==> src/hw/rtl/bgrhsv_pkg.sv <==
// Package for the BGR to HSV pixel core: pipeline stage payload type and
// fixed conversion constants. No dependencies.
package bgrhsv_pkg;

  // One quotient bit per divider stage; both quotients fit in 8 bits.
  localparam int DIV_STEPS = 8;

  // Hue offsets on the half-degree scale for each maximum channel.
  localparam logic [7:0] HUE_BASE_BLUE     = 8'd120;
  localparam logic [7:0] HUE_BASE_GREEN    = 8'd60;
  localparam logic [7:0] HUE_BASE_RED      = 8'd0;
  localparam logic [7:0] HUE_BASE_RED_WRAP = 8'd180;
  localparam logic [7:0] HUE_MAX           = 8'd179;

  typedef struct packed {
    logic [7:0]  v;          // channel maximum, also the saturation divisor
    logic        sat_zero;   // black pixel
    logic [15:0] sat_rem;    // partial remainder of 255*diff / v
    logic [7:0]  sat_q;
    logic        hue_zero;   // gray pixel
    logic [15:0] hue_rem;    // partial remainder of 30*|x| / diff
    logic [7:0]  hue_div;    // diff
    logic [7:0]  hue_q;
    logic        hue_neg;    // angle offset x is negative
    logic [7:0]  hue_base;
  } hsv_stage_t;

endpackage

==> src/hw/rtl/bgr_to_hsv_pixel_core.sv <==
// BGR to HSV pixel core: pipelined max/min front end, two one-bit-per-stage
// restoring dividers and a hue correction stage. Depends on bgrhsv_pkg.
//
// Usage:
//   Input channel (pix_valid / pix_stall) carries one pixel per transaction
//   as blue, green, red bytes. Output channel (hsv_valid / hsv_stall) carries
//   hue (0..179, half degrees), saturation and brightness for each pixel, in
//   order, one result per input.
//   Stage 0 finds max, min, chroma and the hue offset; stages 1..8 each
//   resolve one quotient bit of both divisions; the output register
//   applies the hue rounding and channel offset.
//   Throughput: one pixel per clock while hsv_stall is low, set by the
//   8-stage divider pipeline that takes a new operand pair every cycle
//   unless back-pressure holds it.
//   Stall: each stage advances when the stage after it is empty or moving,
//   so bubbles collapse and the core keeps taking pixels while a result
//   waits, until every stage is full; then pix_stall rises. Nothing is lost
//   or repeated.
//   Reset (rst, synchronous): clear all valid bits; the pipeline comes up
//   empty and ready.
module bgr_to_hsv_pixel_core
  import bgrhsv_pkg::*;
(
  input  logic       clk,
  input  logic       rst,
  input  logic       pix_valid,
  output logic       pix_stall,
  input  logic [7:0] blue,
  input  logic [7:0] green,
  input  logic [7:0] red,
  output logic       hsv_valid,
  input  logic       hsv_stall,
  output logic [7:0] hue,
  output logic [7:0] saturation,
  output logic [7:0] brightness
);

  localparam int LAST = DIV_STEPS;

  // Stage registers: stage 0 is the front end, stages 1..LAST the divider.
  hsv_stage_t       pipe       [0:LAST];
  hsv_stage_t       front_next;
  hsv_stage_t       pipe_next  [1:LAST];
  logic [LAST:0]    valid;
  logic [LAST:0]    ready;
  logic             out_ready;

  // Front end: max, min, chroma, hue offset and divider operands.
  logic [7:0]       vmax;
  logic [7:0]       vmin;
  logic [7:0]       diff;
  logic signed [8:0] hx;
  logic [7:0]       hx_mag;
  logic [7:0]       base;

  always_comb begin
    vmax = blue;
    if (green > vmax) vmax = green;
    if (red > vmax) vmax = red;
    vmin = blue;
    if (green < vmin) vmin = green;
    if (red < vmin) vmin = red;
    diff = vmax - vmin;

    // Blue wins ties over green, green over red.
    priority if (vmax == blue) begin
      hx   = $signed({1'b0, red}) - $signed({1'b0, green});
      base = HUE_BASE_BLUE;
    end else if (vmax == green) begin
      hx   = $signed({1'b0, blue}) - $signed({1'b0, red});
      base = HUE_BASE_GREEN;
    end else begin
      hx   = $signed({1'b0, green}) - $signed({1'b0, blue});
      // Negative red angles wrap by a full turn.
      base = hx[8] ? HUE_BASE_RED_WRAP : HUE_BASE_RED;
    end
    hx_mag = hx[8] ? 8'(-hx) : hx[7:0];

    front_next.v        = vmax;
    front_next.sat_zero = (vmax == 8'd0);
    front_next.sat_rem  = {diff, 8'd0} - {8'd0, diff};               // 255*diff
    front_next.sat_q    = 8'd0;
    front_next.hue_zero = (diff == 8'd0);
    front_next.hue_rem  = {3'd0, hx_mag, 5'd0} - {7'd0, hx_mag, 1'b0}; // 30*|x|
    front_next.hue_div  = diff;
    front_next.hue_q    = 8'd0;
    front_next.hue_neg  = hx[8];
    front_next.hue_base = base;
  end

  // Divider stages: stage j resolves quotient bit DIV_STEPS-j of both
  // divisions by restoring compare and subtract.
  always_comb begin
    logic [15:0] sat_sh;
    logic [15:0] hue_sh;
    for (int j = 1; j <= LAST; j++) begin
      pipe_next[j] = pipe[j-1];
      sat_sh = {8'd0, pipe[j-1].v} << (DIV_STEPS - j);
      hue_sh = {8'd0, pipe[j-1].hue_div} << (DIV_STEPS - j);
      if (pipe[j-1].sat_rem >= sat_sh) begin
        pipe_next[j].sat_rem            = pipe[j-1].sat_rem - sat_sh;
        pipe_next[j].sat_q[DIV_STEPS-j] = 1'b1;
      end
      if (pipe[j-1].hue_rem >= hue_sh) begin
        pipe_next[j].hue_rem            = pipe[j-1].hue_rem - hue_sh;
        pipe_next[j].hue_q[DIV_STEPS-j] = 1'b1;
      end
    end
  end

  // Ready chain: a stage takes new data when it is empty or draining.
  always_comb begin
    out_ready   = !hsv_valid || !hsv_stall;
    ready[LAST] = !valid[LAST] || out_ready;
    for (int i = LAST - 1; i >= 0; i--) begin
      ready[i] = !valid[i] || ready[i+1];
    end
  end

  assign pix_stall = !ready[0];

  // Output stage: floor of a negative offset rounds away from zero.
  logic       rem_nz;
  logic [7:0] hue_next;
  logic [7:0] sat_next;

  always_comb begin
    rem_nz = |pipe[LAST].hue_rem;
    if (pipe[LAST].hue_zero) begin
      hue_next = 8'd0;
    end else if (pipe[LAST].hue_neg) begin
      hue_next = pipe[LAST].hue_base - pipe[LAST].hue_q - {7'd0, rem_nz};
    end else begin
      hue_next = pipe[LAST].hue_base + pipe[LAST].hue_q;
    end
    sat_next = pipe[LAST].sat_zero ? 8'd0 : pipe[LAST].sat_q;
  end

  // Advance valid bits; hold a stage whose successor is full and stalled.
  always_ff @(posedge clk) begin
    if (rst) begin
      valid     <= '0;
      hsv_valid <= 1'b0;
    end else begin
      if (ready[0]) valid[0] <= pix_valid;
      for (int i = 1; i <= LAST; i++) begin
        if (ready[i]) valid[i] <= valid[i-1];
      end
      if (out_ready) hsv_valid <= valid[LAST];
    end
  end

  // Payload registers need no reset.
  always_ff @(posedge clk) begin
    if (ready[0]) pipe[0] <= front_next;
    for (int i = 1; i <= LAST; i++) begin
      if (ready[i]) pipe[i] <= pipe_next[i];
    end
    if (out_ready) begin
      hue        <= hue_next;
      saturation <= sat_next;
      brightness <= pipe[LAST].v;
    end
  end

`ifndef SYNTHESIS
  // Hue never leaves the half-degree range.
  a_hue_range: assert property (@(posedge clk) disable iff (rst)
    hsv_valid |-> (hue <= HUE_MAX))
    else $error("hue out of range");

  // A black pixel has zero saturation.
  a_black_sat: assert property (@(posedge clk) disable iff (rst)
    (hsv_valid && (brightness == 8'd0)) |-> (saturation == 8'd0))
    else $error("nonzero saturation for black pixel");

  // An empty front stage never back-pressures the input.
  a_no_false_stall: assert property (@(posedge clk) disable iff (rst)
    !valid[0] |-> !pix_stall)
    else $error("input stalled with empty front stage");

  // A stalled result is held, never dropped.
  a_hold_result: assert property (@(posedge clk) disable iff (rst)
    (hsv_valid && hsv_stall) |=> (hsv_valid && $stable(hue) && $stable(saturation)))
    else $error("stalled result lost");
`endif

endmodule
==> config.mk <==
export PLATFORM = sky130hd
export DESIGN_NAME = bgr_to_hsv_pixel_core
export DESIGN_NICKNAME = d
export VERILOG_FILES = /design/src/hw/rtl/bgrhsv_pkg.sv /design/src/hw/rtl/bgr_to_hsv_pixel_core.sv
export SDC_FILE = /design/constraint.sdc
export NUM_CORES = 1
export LEC_CHECK = 0
export BUFFER_PORTS_ARGS = -buffer_cell sky130_fd_sc_hd__buf_2
export CAP_MARGIN = 10
export CORE_UTILIZATION = 50
export DETAILED_ROUTE_END_ITERATION = 6
export PLACE_DENSITY = 0.71
export SETUP_SLACK_MARGIN = 0.05
export SLEW_MARGIN = 20
export SYNTH_ARGS = -nofsm -noshare
export SYNTH_HDL_FRONTEND = slang
export SYNTH_SLANG_ARGS = --single-unit
==> constraint.sdc <==
create_clock -name clk -period 9.8 [get_ports clk]
set_clock_uncertainty 0.2 [all_clocks]
set_input_delay 1.47 -clock clk [delete_from_list [all_inputs] [get_ports clk]]
set_output_delay 1.47 -clock clk [all_outputs]
set_load 0.1 [all_outputs]
Word-level counts from Yosys, hierarchy flattened

Memory sizes are Yosys's and may differ from the RTL's.
Cells that the tools add are included.

Logic and storage cells: 147
Memories: 1
Bits in writable memories: 675
Output and inout bits: 26
Flip-flop bits (word level): 34

Memory list:

| name | words | width | rd ports | clocked after memory_dff | wr ports | line                        | text |
|---|---|---|---|---|---|---|---|
| pipe | 9     | 75    | 9        | 0                        | 9        | bgr_to_hsv_pixel_core.sv:41 | `hsv_stage_t pipe [0:LAST];` |

$add $sub $neg: 26
Reductions and logical operators: 25
Magnitude comparators: 20
Eq/ne operators: 2
Mux-type cells: 60

Operators by type and width:

| operator                                                       | number |
|---|---|
| 16-bit two-way mux                                             | 15 |
| 8-bit two-way mux                                              | 9 |
| 16-bit by 8-bit subtractor with 16-bit output                  | 3 |
| 1-bit two-way mux                                              | 33 |
| 16-bit by 10-bit greater-or-equal comparator with 1-bit output | 2 |
| 16-bit by 11-bit greater-or-equal comparator with 1-bit output | 2 |
| 16-bit by 12-bit greater-or-equal comparator with 1-bit output | 2 |
| 16-bit by 13-bit greater-or-equal comparator with 1-bit output | 2 |
| 16-bit by 14-bit greater-or-equal comparator with 1-bit output | 2 |
| 16-bit by 15-bit greater-or-equal comparator with 1-bit output | 2 |
| 16-bit by 8-bit greater-or-equal comparator with 1-bit output  | 2 |
| 16-bit by 9-bit greater-or-equal comparator with 1-bit output  | 2 |
| 16-bit by 10-bit subtractor with 16-bit output                 | 2 |
| 16-bit by 11-bit subtractor with 16-bit output                 | 2 |
| 16-bit by 12-bit subtractor with 16-bit output                 | 2 |
| 16-bit by 13-bit subtractor with 16-bit output                 | 2 |
| 16-bit by 14-bit subtractor with 16-bit output                 | 2 |
| 16-bit by 15-bit subtractor with 16-bit output                 | 2 |
| 16-bit by 9-bit subtractor with 16-bit output                  | 2 |
| 8-bit by 8-bit subtractor with 9-bit output                    | 3 |
| 9-bit two-way mux                                              | 2 |
| 17-bit two-way mux                                             | 1 |
| 8-bit equality test                                            | 2 |
| 8-bit greater-than comparator                                  | 2 |
| 10 further kinds                                               | 33 |

Logic depth before layout (Yosys ltp)

Gate-level depths: netlist of run 1.

Word-level depth: 13
Gate-level depth with buffers: 30
Gate-level depth less buffers: 26

Worst setup path before layout of run 1

No wires, ideal clock.

Kind: input port to output port
From: input port hsv_stall
To: output port pix_stall
Buffers on the path: 0
Cell stages on the path: 6
Slack: 0.910 ns
Arrival time: 7.220 ns
Cells stage by stage: and3_1 > and3_1 > nand3_1 > nor2_1 > nand4_1 > inv_1

Longest elaborated chain between the ends: 12

Ends and longest elaborated chain:

| item                           | line                         | text |
|---|---|---|
| start, declared                | bgr_to_hsv_pixel_core.sv:32  | `input logic hsv_stall,` |
| 1-bit zero test                | bgr_to_hsv_pixel_core.sv:113 | `out_ready = !hsv_valid \|\| !hsv_stall;` |
| 1-bit logical OR               | bgr_to_hsv_pixel_core.sv:113 |  |
| 1-bit logical OR               | bgr_to_hsv_pixel_core.sv:114 | `ready[LAST] = !valid[LAST] \|\| out_ready;` |
| 1-bit logical OR (4 in series) | bgr_to_hsv_pixel_core.sv:116 | `ready[i] = !valid[i] \|\| ready[i+1];` |
| net ready[4]                   | bgr_to_hsv_pixel_core.sv:45  | `logic [LAST:0] ready;` |
| 1-bit logical OR (4 in series) | bgr_to_hsv_pixel_core.sv:116 |  |
| 1-bit zero test                | bgr_to_hsv_pixel_core.sv:120 | `assign pix_stall = !ready[0];` |
| end, declared                  | bgr_to_hsv_pixel_core.sv:27  | `output logic pix_stall,` |

The timed path passes the listed nets, and every way through them passes these cells.

==> results.md, run 1 <==
Outcome:
- The run finished with clean final reports.

Yosys:
- The count of synthesis-stage warnings from yosys is 0.
- The cell count after synthesis came out at 2369.
- The flip-flop cell with the highest count after synthesis is edfxtp_1.
- The synthesis-stage register bit count is 568.
- After synthesis, the netlist uses 88 different library cells.
- The sequential cell area fraction in the yosys report is 0.583.
- A synthesized cell averages 12.3 um^2.
- Counting flops with an async set or reset pin after synthesis yields a share of 0.
- The synthesized design contains roughly 560 enable-type register cells.
- The mapped netlist covers 0.0291 mm^2.
- The net count after synthesis is 2614.

Clocking:
- The clock-pin slew reported for the worst setup and hold paths after clock tree synthesis is 0.06 ns.
- The number of sinks handled by clock tree synthesis is 568.
- The number of levels in the clock H-tree is 2.
- TritonCTS created 55 clock buffers.
- In this run the post-CTS setup repair buffer count came out at 0.
- The later pin in the worst-skew pair is clocked with a latency of 0.60 ns.
- TritonCTS built the clock tree.
- The tree is rooted in a clkbuf_16.
- In this run the deepest clock path goes through 3 buffers.
- The number of gates resized after CTS was 0.
- The count of hold-fix buffers inserted at cts is 0.

Global route:
- Entering global routing, the biggest net connects between 60 and 70 pins.
- Summed over all layers, the global routing overflow is 0.
- The overall routing resource usage is 0.176.
- The first global-routing pass estimated 84900 um of wire.
- The via count of the first global-routing pass is 17900.
- The number of antenna violations at the first check in global routing is 0.

Power and ir drop:
- Summed over all nets, the switching power comes to around 4.3 mW.
- Of the total power, registers draw 0.399.
- Across the VDD grid, the largest voltage drop is 313 uV.
- For this design the ratio of total power to cell area is 372 mW/mm^2.
- The internal portion of the total power is 7.63 mW.
- The fraction of power consumed by the clock network is 0.173.
- The analysis attributes to cell leakage a power of 13.2 nW.
- The proportion of total power due to net switching is 0.362.
- The proportion of power drawn by combinational gates is 0.429.

Critical path:
- The endpoint identified for the worst register-to-register timing path is pipe[0][513].
- The worst setup path is of the in2reg kind.
- In this design, the critical path's most frequently occurring cell is ha_1.
- The worst reg-to-reg path cell count is 13.
- STA classifies the critical path startpoint as an input pin.
- The critical-path cell with the highest stage delay is mux2i_4.
- The worst setup path is captured at a flop.
- STA puts the critical path data required time at around 10 ns.
- Data arrives at the worst endpoint at 8.45 ns.
- The startpoint identified for the worst register-to-register timing path is pipe[0][429].
- The delay of the slowest cell on the worst path is 0.78 ns.
- The setup check on the worst reg-to-reg path leaves a slack of 5.83 ns.
- Along the worst path, the maximum fanout reaches 24.

STA:
- Setup repair after global routing left no endpoint under its margin.
- The sum of negative setup slack is 0 ns.
- Setup violations remaining at the end of the flow were counted as 0.
- Based on the critical path, the design can be clocked at up to 120 MHz.
- The final worst-path cycle share is 0.849.
- The actual slew at the worst max-slew pin is 1.06 ns.
- In this run the tightest slew margin relative to its limit is 0.295.
- The time the final worst path needs with I/O delays and setup is 8.32 ns.
- The count of final max-slew check failures is 0.
- The final count of hold timing violations is 0.

Run:
- The max capacitance violation total is 0.

Die:
- 54 I/O pins were placed.
- The total core area is around 0.058 mm^2.
- The initial core utilization is 0.505.
- The die footprint is 0.0591 mm^2.
- The height of the die is 243 um.
- The die width is ~240 um.
- The number of cell rows is 88.

Route:
- The final routed wire length divided by cell count is approximately 16 um.
- For this block, the via count after detailed routing is roughly 17000.
- The count of nets left with antenna violations once routing finished came out at 0.
- The via density per instance is 5.29.
- The detailed router finished its first iteration with ~800 violations.
- The first-pass detailed-route iteration total is 5.
- The final layout contains routed wiring with a total length of 51500 um.
- For this run, design rule violations remaining after detail routing come to 0.

Finish:
- The final-stage net count is 2703.
- The share of layout cells above drive strength 1 is 0.0834.
- The library cells used most frequently in the layout, excluding fill and tap cells, are edfxtp_1 (558), inv_1 (248), ha_1 (197).
- The number of diodes added for antenna fixing is 0.
- The library cell used most frequently in the layout, excluding fill and tap cells, is edfxtp_1.
- After routing the design area is 0.0321 mm^2.
- The area growth from synthesis to final layout is 10.3%.

Worst hold path:
- Along the worst hold path, the cell count comes to 0.
- The worst hold path begins at pipe[0][341].
- The worst hold path terminates at pipe[0][416].
- The worst min-delay path class is reg2reg.

Placement:
- The number of buffer cells added on primary ports is 53.
- Routability-driven placement finished with a final weighted congestion of between 0.8 and 0.9.
- The wire-length estimate of the detail-placed layout is between 30000 and 40000 um.
- The area of placed instances is 0.0303 mm^2.
-- through the flow --
stage                     cells  setup WS [ns]  utilization  total power [mW]  hold WS, ns
final                      3270           1.48        0.557              11.9        0.204
after detailed placement   3166          0.994        0.526              9.91        0.205
after global placement     3166           1.12        0.526              9.67        0.203
after floorplan            2369          0.910            -              8.69        0.200
after CTS                  3270           1.55        0.557              12.0        0.203
after global routing       3270          0.993        0.557              12.8        0.220
-- layer usage --
metal	wire (um)	global-route usage	up-vias	share of wire
li1	-	-	8730	-
met1	20600	0.188	8180	0.40
met2	27400	0.340	282	0.53
met3	1540	0.0273	118	0.030
met4	1930	0.0757	0	0.037
met5	0	0	-	0
-- cells in the mapped netlist (49+ instances only) --
library cell	n	area [um^2]
a21o_1	75	563
a21oi_1	149	746
edfxtp_1	558	16800
ha_1	197	2460
inv_1	251	942
nand2_1	113	424
nand2b_1	49	307
nor2_1	184	691
nor2b_1	53	332
o21ai_0	109	546
xnor2_1	120	1050
xor2_1	77	674
-- state kept, by name, indices dropped and copies added (netlist names) --
name        cells
valid           9
saturation      8
brightness      8
pipe          534
hsv_valid       1
hue             8
-- power groups by stage --
stage,clock network [mW],registers [mW],logic [mW]
after floorplan,0,4.82,3.87
after global placement,0,4.77,4.90
after detailed placement,0,4.81,5.10
after CTS,2.11,4.77,5.14
after global routing,2.21,4.88,5.73
final,2.06,4.77,5.12
-- kinds of logic after synthesis --
logic type                 count (synthesis)  share of synthesized area
DFF                                      568                      0.583
AOI/OAI and AO/OA                        469                      0.103
adders and majority gates                218                     0.0989
muxes                                     31                     0.0117
and+or+nand+nor                          596                      0.104
xor gates and xnor gates                 200                     0.0614
buffers and inverters                    287                     0.0382
-- critical path, delay by kind of cell --
family / cells / cell delay (ns)
compound gates: 12 / 3.21
xor+xnor: 2 / 0.42
fa+ha+maj: 5 / 1.70
buf+inv: 4 / 0.65
mux: 1 / 0.78
simple gates: 2 / 0.21
-- worst max path at each step --
| stage | to | cells past startpoint | start | slack (ns) |
|---|---|---|---|---|
| floorplan | pix_stall | 6 | hsv_stall | 0.91 |
| global placement | pipe[0][34] | 26 | blue[6] | 1.12 |
| detailed placement | pipe[0][34] | 26 | blue[6] | 0.99 |
| CTS | pipe[0][34] | 26 | blue[6] | 1.55 |
| global route | pipe[0][34] | 26 | blue[6] | 0.99 |
| finish | pipe[0][34] | 26 | blue[6] | 1.48 |
-- final cells by class --
cell class,instances,area [um^2]
fillers,4603,25500
multi-input cells,1514,11100
clock inverters,41,372
clock buffers,63,1430
repair buffers,67,370
inverters,252,950
well taps,765,957
flip-flops and latches,568,17000
Power figures use the tool's default switching activity.
==> run 2, diff against run 1 <==
==> constraint.sdc (replaced) <==
create_clock -name clk -period 7.67 [get_ports clk]
set_clock_uncertainty 0.2 [all_clocks]
set_input_delay 1.1505 -clock clk [delete_from_list [all_inputs] [get_ports clk]]
set_output_delay 1.1505 -clock clk [all_outputs]
set_load 0.1 [all_outputs]
==> results.md, run 2 (synthesized netlist as in run 1, its figures left out) <==
Finish:
- The area growth from synthesis to final layout is 11.0%.
- The post-layout instance count excluding filler cells is 3293 (+0.70%).
- In the final layout, the registers with the most flip-flops are pipe (534), valid (9).
- The commonest non-fill, non-tap cell in the layout is edfxtp_1.
- The final-stage net count is 2727 (+0.89%).
- The number of flip-flops under the largest register name is 534 (unchanged).
- The share of layout cells above drive strength 1 is 0.0914 (+0.00794).
- In the layout the commonest cells are edfxtp_1 (558), inv_1 (248), ha_1 (197).
- The post-layout instance area is 0.0323 mm^2 (+0.64%).
- The number of diodes added for antenna fixing is 0 (unchanged).
- The register with the most flip-flops is pipe.
- The number of fill cells was 4600 (-0.065%).
- The area of the multi-input gates is 0.0111 mm^2 (unchanged).
- The footprint of the flip-flops and latches was 0.0170 mm^2 (unchanged).

Outcome:
- The flow ran to the end, and the final reports show no timing, DRC or antenna violations.

Placement:
- The final weighted congestion in routability-driven placement is 0.922 (+3.5%).
- The number of buffer cells added on primary ports is 53 (unchanged).
- The pre-CTS setup slack came to 0.121 ns (-0.873 ns).
- The number of instances in the placed design was 3190 (+0.76%).
- The half-perimeter wire length after placement was 40200 um (+2.0%).
- The area of placed instances is 0.0305 mm^2 (+0.59%).

Clocking:
- The clock-pin slew reported for the worst setup and hold paths after clock tree synthesis is 0.06 ns (about the same).
- TritonCTS built the clock tree.
- The count of hold-fix buffers inserted at cts came to 0 (unchanged).
- The number of buffers added for setup after CTS was 0 (unchanged).
- The number of levels in the clock H-tree came to 2 (unchanged).
- The total CTS buffers was 55 (unchanged).
- The number of sinks handled by clock tree synthesis is 568 (unchanged).
- In this run the clock root is driven by a clkbuf_16.
- The worst-case clock buffer depth was 3 (unchanged).
- The clock latency on the worst-skew pair came to 0.60 ns (about the same).
- The count of cells resized by post-cts repair was 0 (unchanged).

STA:
- The sum of negative setup slack came to 0 ns (unchanged).
- The actual slew at the worst max-slew pin is 1.04 ns (-0.0136 ns).
- The timing-limited maximum frequency is around 140 MHz.
- The worst hold slack was 0.213 ns (+0.00913 ns).
- Counting I/O delays and the setup requirement, the final critical path takes 7.04 ns.
- The count of final max-slew check failures came to 0 (unchanged).
- The post-route worst setup slack is 0.632 ns (-0.844 ns).
- The worst max-slew margin expressed relative to the limit is 0.304 (+0.00908).
- The final count of hold timing violations was 0 (unchanged).
- Setup repair after global routing left no endpoint under its margin.
- The number of failing setup endpoints in the final timing report is 0 (unchanged).
- In the finished design, the share of the clock period the worst path needs comes to 0.918.

Route:
- The post-detailed-routing wire length was 52200 um (+1.3%).
- The number of nets with antenna violations after detailed routing is 0 (unchanged).
- The via density per instance came to 5.28 (-0.24%).
- The final routed wire length divided by cell count was 15.9 um (+0.64%).
- The DRC violations left came to 0 (unchanged).
- The count of vias placed by the detailed router is 17400 (+0.46%).
- The first-pass detailed-route iteration total is 5 (unchanged).
- The initial DRC count came to 887 (+11%).

Global route:
- The via count of the first global-routing pass is 17900 (+0.17%).
- The overall routing resource usage was 0.181 (+0.00439).
- The number of antenna violations at the first check in global routing is 0 (unchanged).
- The first-pass GRT wire length is 86700 um (+2.2%).
- The total overflow reported by the global router is 0 (unchanged).
- The largest net degree at the start of global routing is 69 (unchanged).

Die:
- The die footprint is 0.0591 mm^2 (unchanged).
- The total core area is 0.0576 mm^2 (unchanged).
- The die width is 243 um (unchanged).
- The number of cell rows is 88 (unchanged).
- The count of boundary I/O pins is 54 (unchanged).
- The height of the die came to 243 um (unchanged).
- The initial core utilization was 0.505 (unchanged).

Critical path:
- The critical path startpoint category is an input pin.
- STA classifies the critical path endpoint as a flop.
- The maximum fanout along the worst path is 12 (-50%).
- The arrival time of data at the critical path endpoint was 7.17 ns (-1.28 ns).
- The data required time of the worst path is 7.80 ns (-2.13 ns).
- The start-to-end type of the worst setup path is in2reg.

Power and ir drop:
- The peak ir drop on the vdd network came to 482 uV (+54%).
- The leakage power summed over all cells is 13.3 nW (+0.87%).
- The power density relative to cell area is 476 mW/mm^2 (+28%).

Run:
- The max capacitance violation total is 0 (unchanged).

Worst hold path:
- The worst hold path belongs to the class reg2reg.
## run 2: changes by cell type in the layout (fill, tap and decap cells not counted), sizes merged
| cell | change |
|---|---|
| buf | +24 |
| clkbuf | +10 |
| clkinv | -11 |
| clkinvlp | +1 |
| inv | -1 |
## run 2: cell type report
type / instances / share of cell area
sequential: 568 / 0.525
multi-input combinational: 1514 / 0.342
clock buffer: 73 / 0.0470
tap: 765 / 0.0296
inverter: 252 / 0.0294
timing repair buffer: 91 / 0.0170
clock inverter: 30 / 0.00953
## run 2: path summary, 6_finish.rpt
check / start / end / slack (ns) / depth (start not counted)
worst max-delay path: green[6] / pipe[0][34] / 0.63 / 26
worst min-delay path: pipe[0][531] / pipe[0][606] / 0.21 / 0
worst max register to register: pipe[0][427] / pipe[0][514] / 3.62 / 15
worst min register to register: pipe[0][531] / pipe[0][606] / 0.21 / 0
## run 2: power breakdown
part	switching (mW)	internal, mW
Clock	1.08	1.59
Sequential	0.725	5.35
Combinational	3.73	2.91
## run 2: critical path, stage by stage
cell and delay [ns]:
buf_2 0.15, ha_1 0.37, a21o_1 0.19, a221o_1 0.44
o22ai_4 0.37, buf_4 0.22, nor2_1 0.04, a21oi_1 0.18
ha_1 0.27, a211oi_1 0.22, nor2_1 0.12, o31ai_2 0.29
buf_4 0.22, mux2i_4 0.30, nor2_1 0.06, a31oi_1 0.24
ha_1 0.36, xor2_1 0.19, nand3_1 0.09, mux2_4 0.30
o22ai_1 0.15, or3b_1 0.38, o21ai_1 0.27, maj3_2 0.33
a31oi_1 0.11, xnor2_1 0.16
## run 2: per-stage QoR
stage / power, mW / utilization
after floorplan: 11.1 / -
after global placement: 12.4 / 0.529
after detailed placement: 12.7 / 0.529
after CTS: 15.5 / 0.561
after global routing: 16.5 / 0.561
final: 15.4 / 0.561
## run 2: routing by layer
metal	part of all wire	up-vias	track usage
li1	-	8781	-
met1	0.40	8175	0.197
met2	0.53	316	0.343
met3	0.034	118	0.0279
met4	0.039	0	0.0782
met5	0	-	0
==> run 3, diff against run 2 <==
--- a/config.mk
+++ b/config.mk
@@ -7,9 +7,10 @@
 export LEC_CHECK = 0
 export BUFFER_PORTS_ARGS = -buffer_cell sky130_fd_sc_hd__buf_2
 export CAP_MARGIN = 10
-export CORE_UTILIZATION = 50
+export CORE_UTILIZATION = 63
 export DETAILED_ROUTE_END_ITERATION = 6
-export PLACE_DENSITY = 0.71
+export GPL_TIMING_DRIVEN = 0
+export PLACE_DENSITY = 0.85
 export SETUP_SLACK_MARGIN = 0.05
 export SLEW_MARGIN = 20
 export SYNTH_ARGS = -nofsm -noshare
==> results.md, run 3 (synthesized netlist as in run 1, its figures left out) <==
Outcome:
- The run finished with clean final reports.

Route:
- The number of nets with antenna violations after detailed routing was 0 (unchanged).
- The initial DRC count is 1053 (+19%).
- The DRC violations left was 0 (unchanged).
- The final routed wire length divided by cell count came to 16.9 um (+6.9%).
- The post-detailed-routing wire length came to 53000 um (+1.5%).
- The count of vias placed by the detailed router is 17800 (+2.5%).
- The first-pass detailed-route iteration total is 5 (unchanged).
- The via density per instance came to 5.70 (+7.9%).

Critical path:
- The critical path startpoint category is an input pin.
- On the critical path, the stage with the largest delay is an instance of a221o_1.
- The total buffers and inverters traversed by the critical path is 6 (+3).
- The arrival time of data at the critical path endpoint was 7.40 ns (+0.23 ns).
- In this design, the largest share of critical-path delay is due to compound AO/OA/AOI/OAI gates.
- The delay of the slowest cell on the worst path was 0.44 ns (about the same).
- The type of element capturing the critical path is a flop.
- The data required time of the worst path is 7.82 ns (+0.02 ns).
- The maximum fanout along the worst path came to 10 (-2).
- The start-to-end type of the worst setup path is in2reg.

Die:
- The die footprint is 0.0470 mm^2 (-20%).
- The height of the die came to 217 um (-11%).
- The number of cell rows was 78 (-11%).
- The total core area is 0.0455 mm^2 (-21%).
- The die width is 217 um (-11%).
- The initial core utilization is 0.639 (+0.134).
- The count of boundary I/O pins came to 54 (unchanged).

Placement:
- The final weighted congestion in routability-driven placement is 0.908 (-1.4%).
- The area of placed instances came to 0.0303 mm^2 (-0.58%).
- The number of buffer cells added on primary ports is 52 (-1.9%).
- The pre-CTS setup slack is -1.11 ns (-1.23 ns).
- The half-perimeter wire length after placement is 39100 um (-2.7%).
- The number of instances in the placed design is 3029 (-5.0%).

Clocking:
- The total CTS buffers was 52 (-5.5%).
- The number of sinks handled by clock tree synthesis is 568 (unchanged).
- The CTS tree is built.
- The clock-pin slew reported for the worst setup and hold paths after clock tree synthesis was 0.06 ns (about the same).
- The number of levels in the clock H-tree is 2 (unchanged).
- The count of hold-fix buffers inserted at cts is 0 (unchanged).
- The library cell used as clock root buffer is clkbuf_16.
- The clock latency on the worst-skew pair is 0.60 ns (about the same).
- The worst-case clock buffer depth came to 3 (unchanged).

Finish:
- The footprint of the flip-flops and latches came to 0.0170 mm^2 (unchanged).
- The final-stage net count was 2732 (+0.18%).
- The share of layout cells above drive strength 1 came to 0.0858 (-0.00557).
- The register with the most flip-flops is pipe.
- The post-layout instance area came to 0.0322 mm^2 (-0.40%).
- In the final layout, the registers with the most flip-flops are pipe (534), valid (9).
- The post-layout instance count excluding filler cells is 3129 (-5.0%).
- The number of flip-flops under the largest register name was 534 (unchanged).
- The number of fill cells was 2911 (-37%).
- The number of diodes added for antenna fixing is 0 (unchanged).
- Leaving out fill and tap cells, the most frequent cells in the layout are edfxtp_1 (558), inv_1 (248), ha_1 (196).
- The library cell used most frequently in the layout, excluding fill and tap cells, is edfxtp_1.
- The area growth from synthesis to final layout is 10.6%.
- The area of the multi-input gates came to 0.0112 mm^2 (+0.88%).

Global route:
- The number of antenna violations at the first check in global routing is 0 (unchanged).
- The via count of the first global-routing pass was 18200 (+1.5%).
- The largest net degree at the start of global routing is 67 (-2.9%).
- The overall routing resource usage was 0.229 (+0.0486).
- The total overflow reported by the global router came to 0 (unchanged).
- The first-pass GRT wire length came to 86900 um (+0.16%).

STA:
- The final worst-path cycle share is 0.946 (+0.0288).
- The time the final worst path needs with I/O delays and setup was 7.26 ns (+0.221 ns).
- The number of failing setup endpoints in the final timing report is 0 (unchanged).
- The actual slew at the worst max-slew pin is 0.852 ns (-0.192 ns).
- The count of final max-slew check failures was 0 (unchanged).
- The worst max-slew margin expressed relative to the limit was 0.427 (+0.123).
- The sum of negative setup slack is 0 ns (unchanged).
- Setup repair after global routing left no endpoint under its margin.
- The timing-limited maximum frequency is 138 MHz (-3.0%).
- The final count of hold timing violations came to 0 (unchanged).
- The post-route worst setup slack is 0.411 ns (-0.221 ns).

Power and ir drop:
- The power density relative to cell area came to 483 mW/mm^2 (+1.3%).
- The peak ir drop on the vdd network was 404 uV (-16%).
- The leakage power summed over all cells is 13.4 nW (+0.20%).
- The total chip power is 15.5 mW (+0.94%).

Worst hold path:
- The min-delay analysis places its worst path in the category reg2reg.

Run:
- The max capacitance violation total came to 0 (unchanged).
run 3: final timing paths:
kind / start / end / slack [ns] / cells past startpoint
min reg2reg: pipe[0][230] / pipe[0][305] / 0.21 / 0
max: blue[6] / pipe[0][58] / 0.41 / 30
max reg2reg: hsv_valid / pipe[0][3] / 3.61 / 9
min: pipe[0][230] / pipe[0][305] / 0.21 / 0
run 3: stage by stage:
step                      utilization  hold slack (ns)
final                           0.707            0.213
after global routing            0.707            0.222
after CTS                       0.705            0.213
after detailed placement        0.666            0.205
after global placement          0.662            0.202
after floorplan                     -            0.200
run 3: where the power goes:
group	internal, mW	total [mW]	switching [mW]
registers	5.35	6.09	0.740
clock network	1.55	2.62	1.07
logic	2.90	6.81	3.90
run 3: final cells by class:
cell class                 count  area share
inverter                     252      0.0296
tap                          600      0.0233
buffer                        34     0.00525
clock inverter                34      0.0126
multi-input combinational   1514       0.347
sequential                   568       0.527
timing repair buffer          65      0.0136
clock buffer                  62      0.0416
run 3: metal layers:
layer	vias to the layer above	wire, um	global-route usage
met2	409	28700	0.446
met4	0	2160	0.100
met3	144	1770	0.0298
met5	-	0	0
li1	8781	-	-
met1	8488	20400	0.245
run 3: what timing repair did:
action | 4_1_cts | 5_1_grt
buffers inserted | 2 | 3
pin swaps | 1 | 1
gates resized for setup | 4 | 17
gates cloned | 0 | 0
endpoints found under the setup margin | 17 | 19
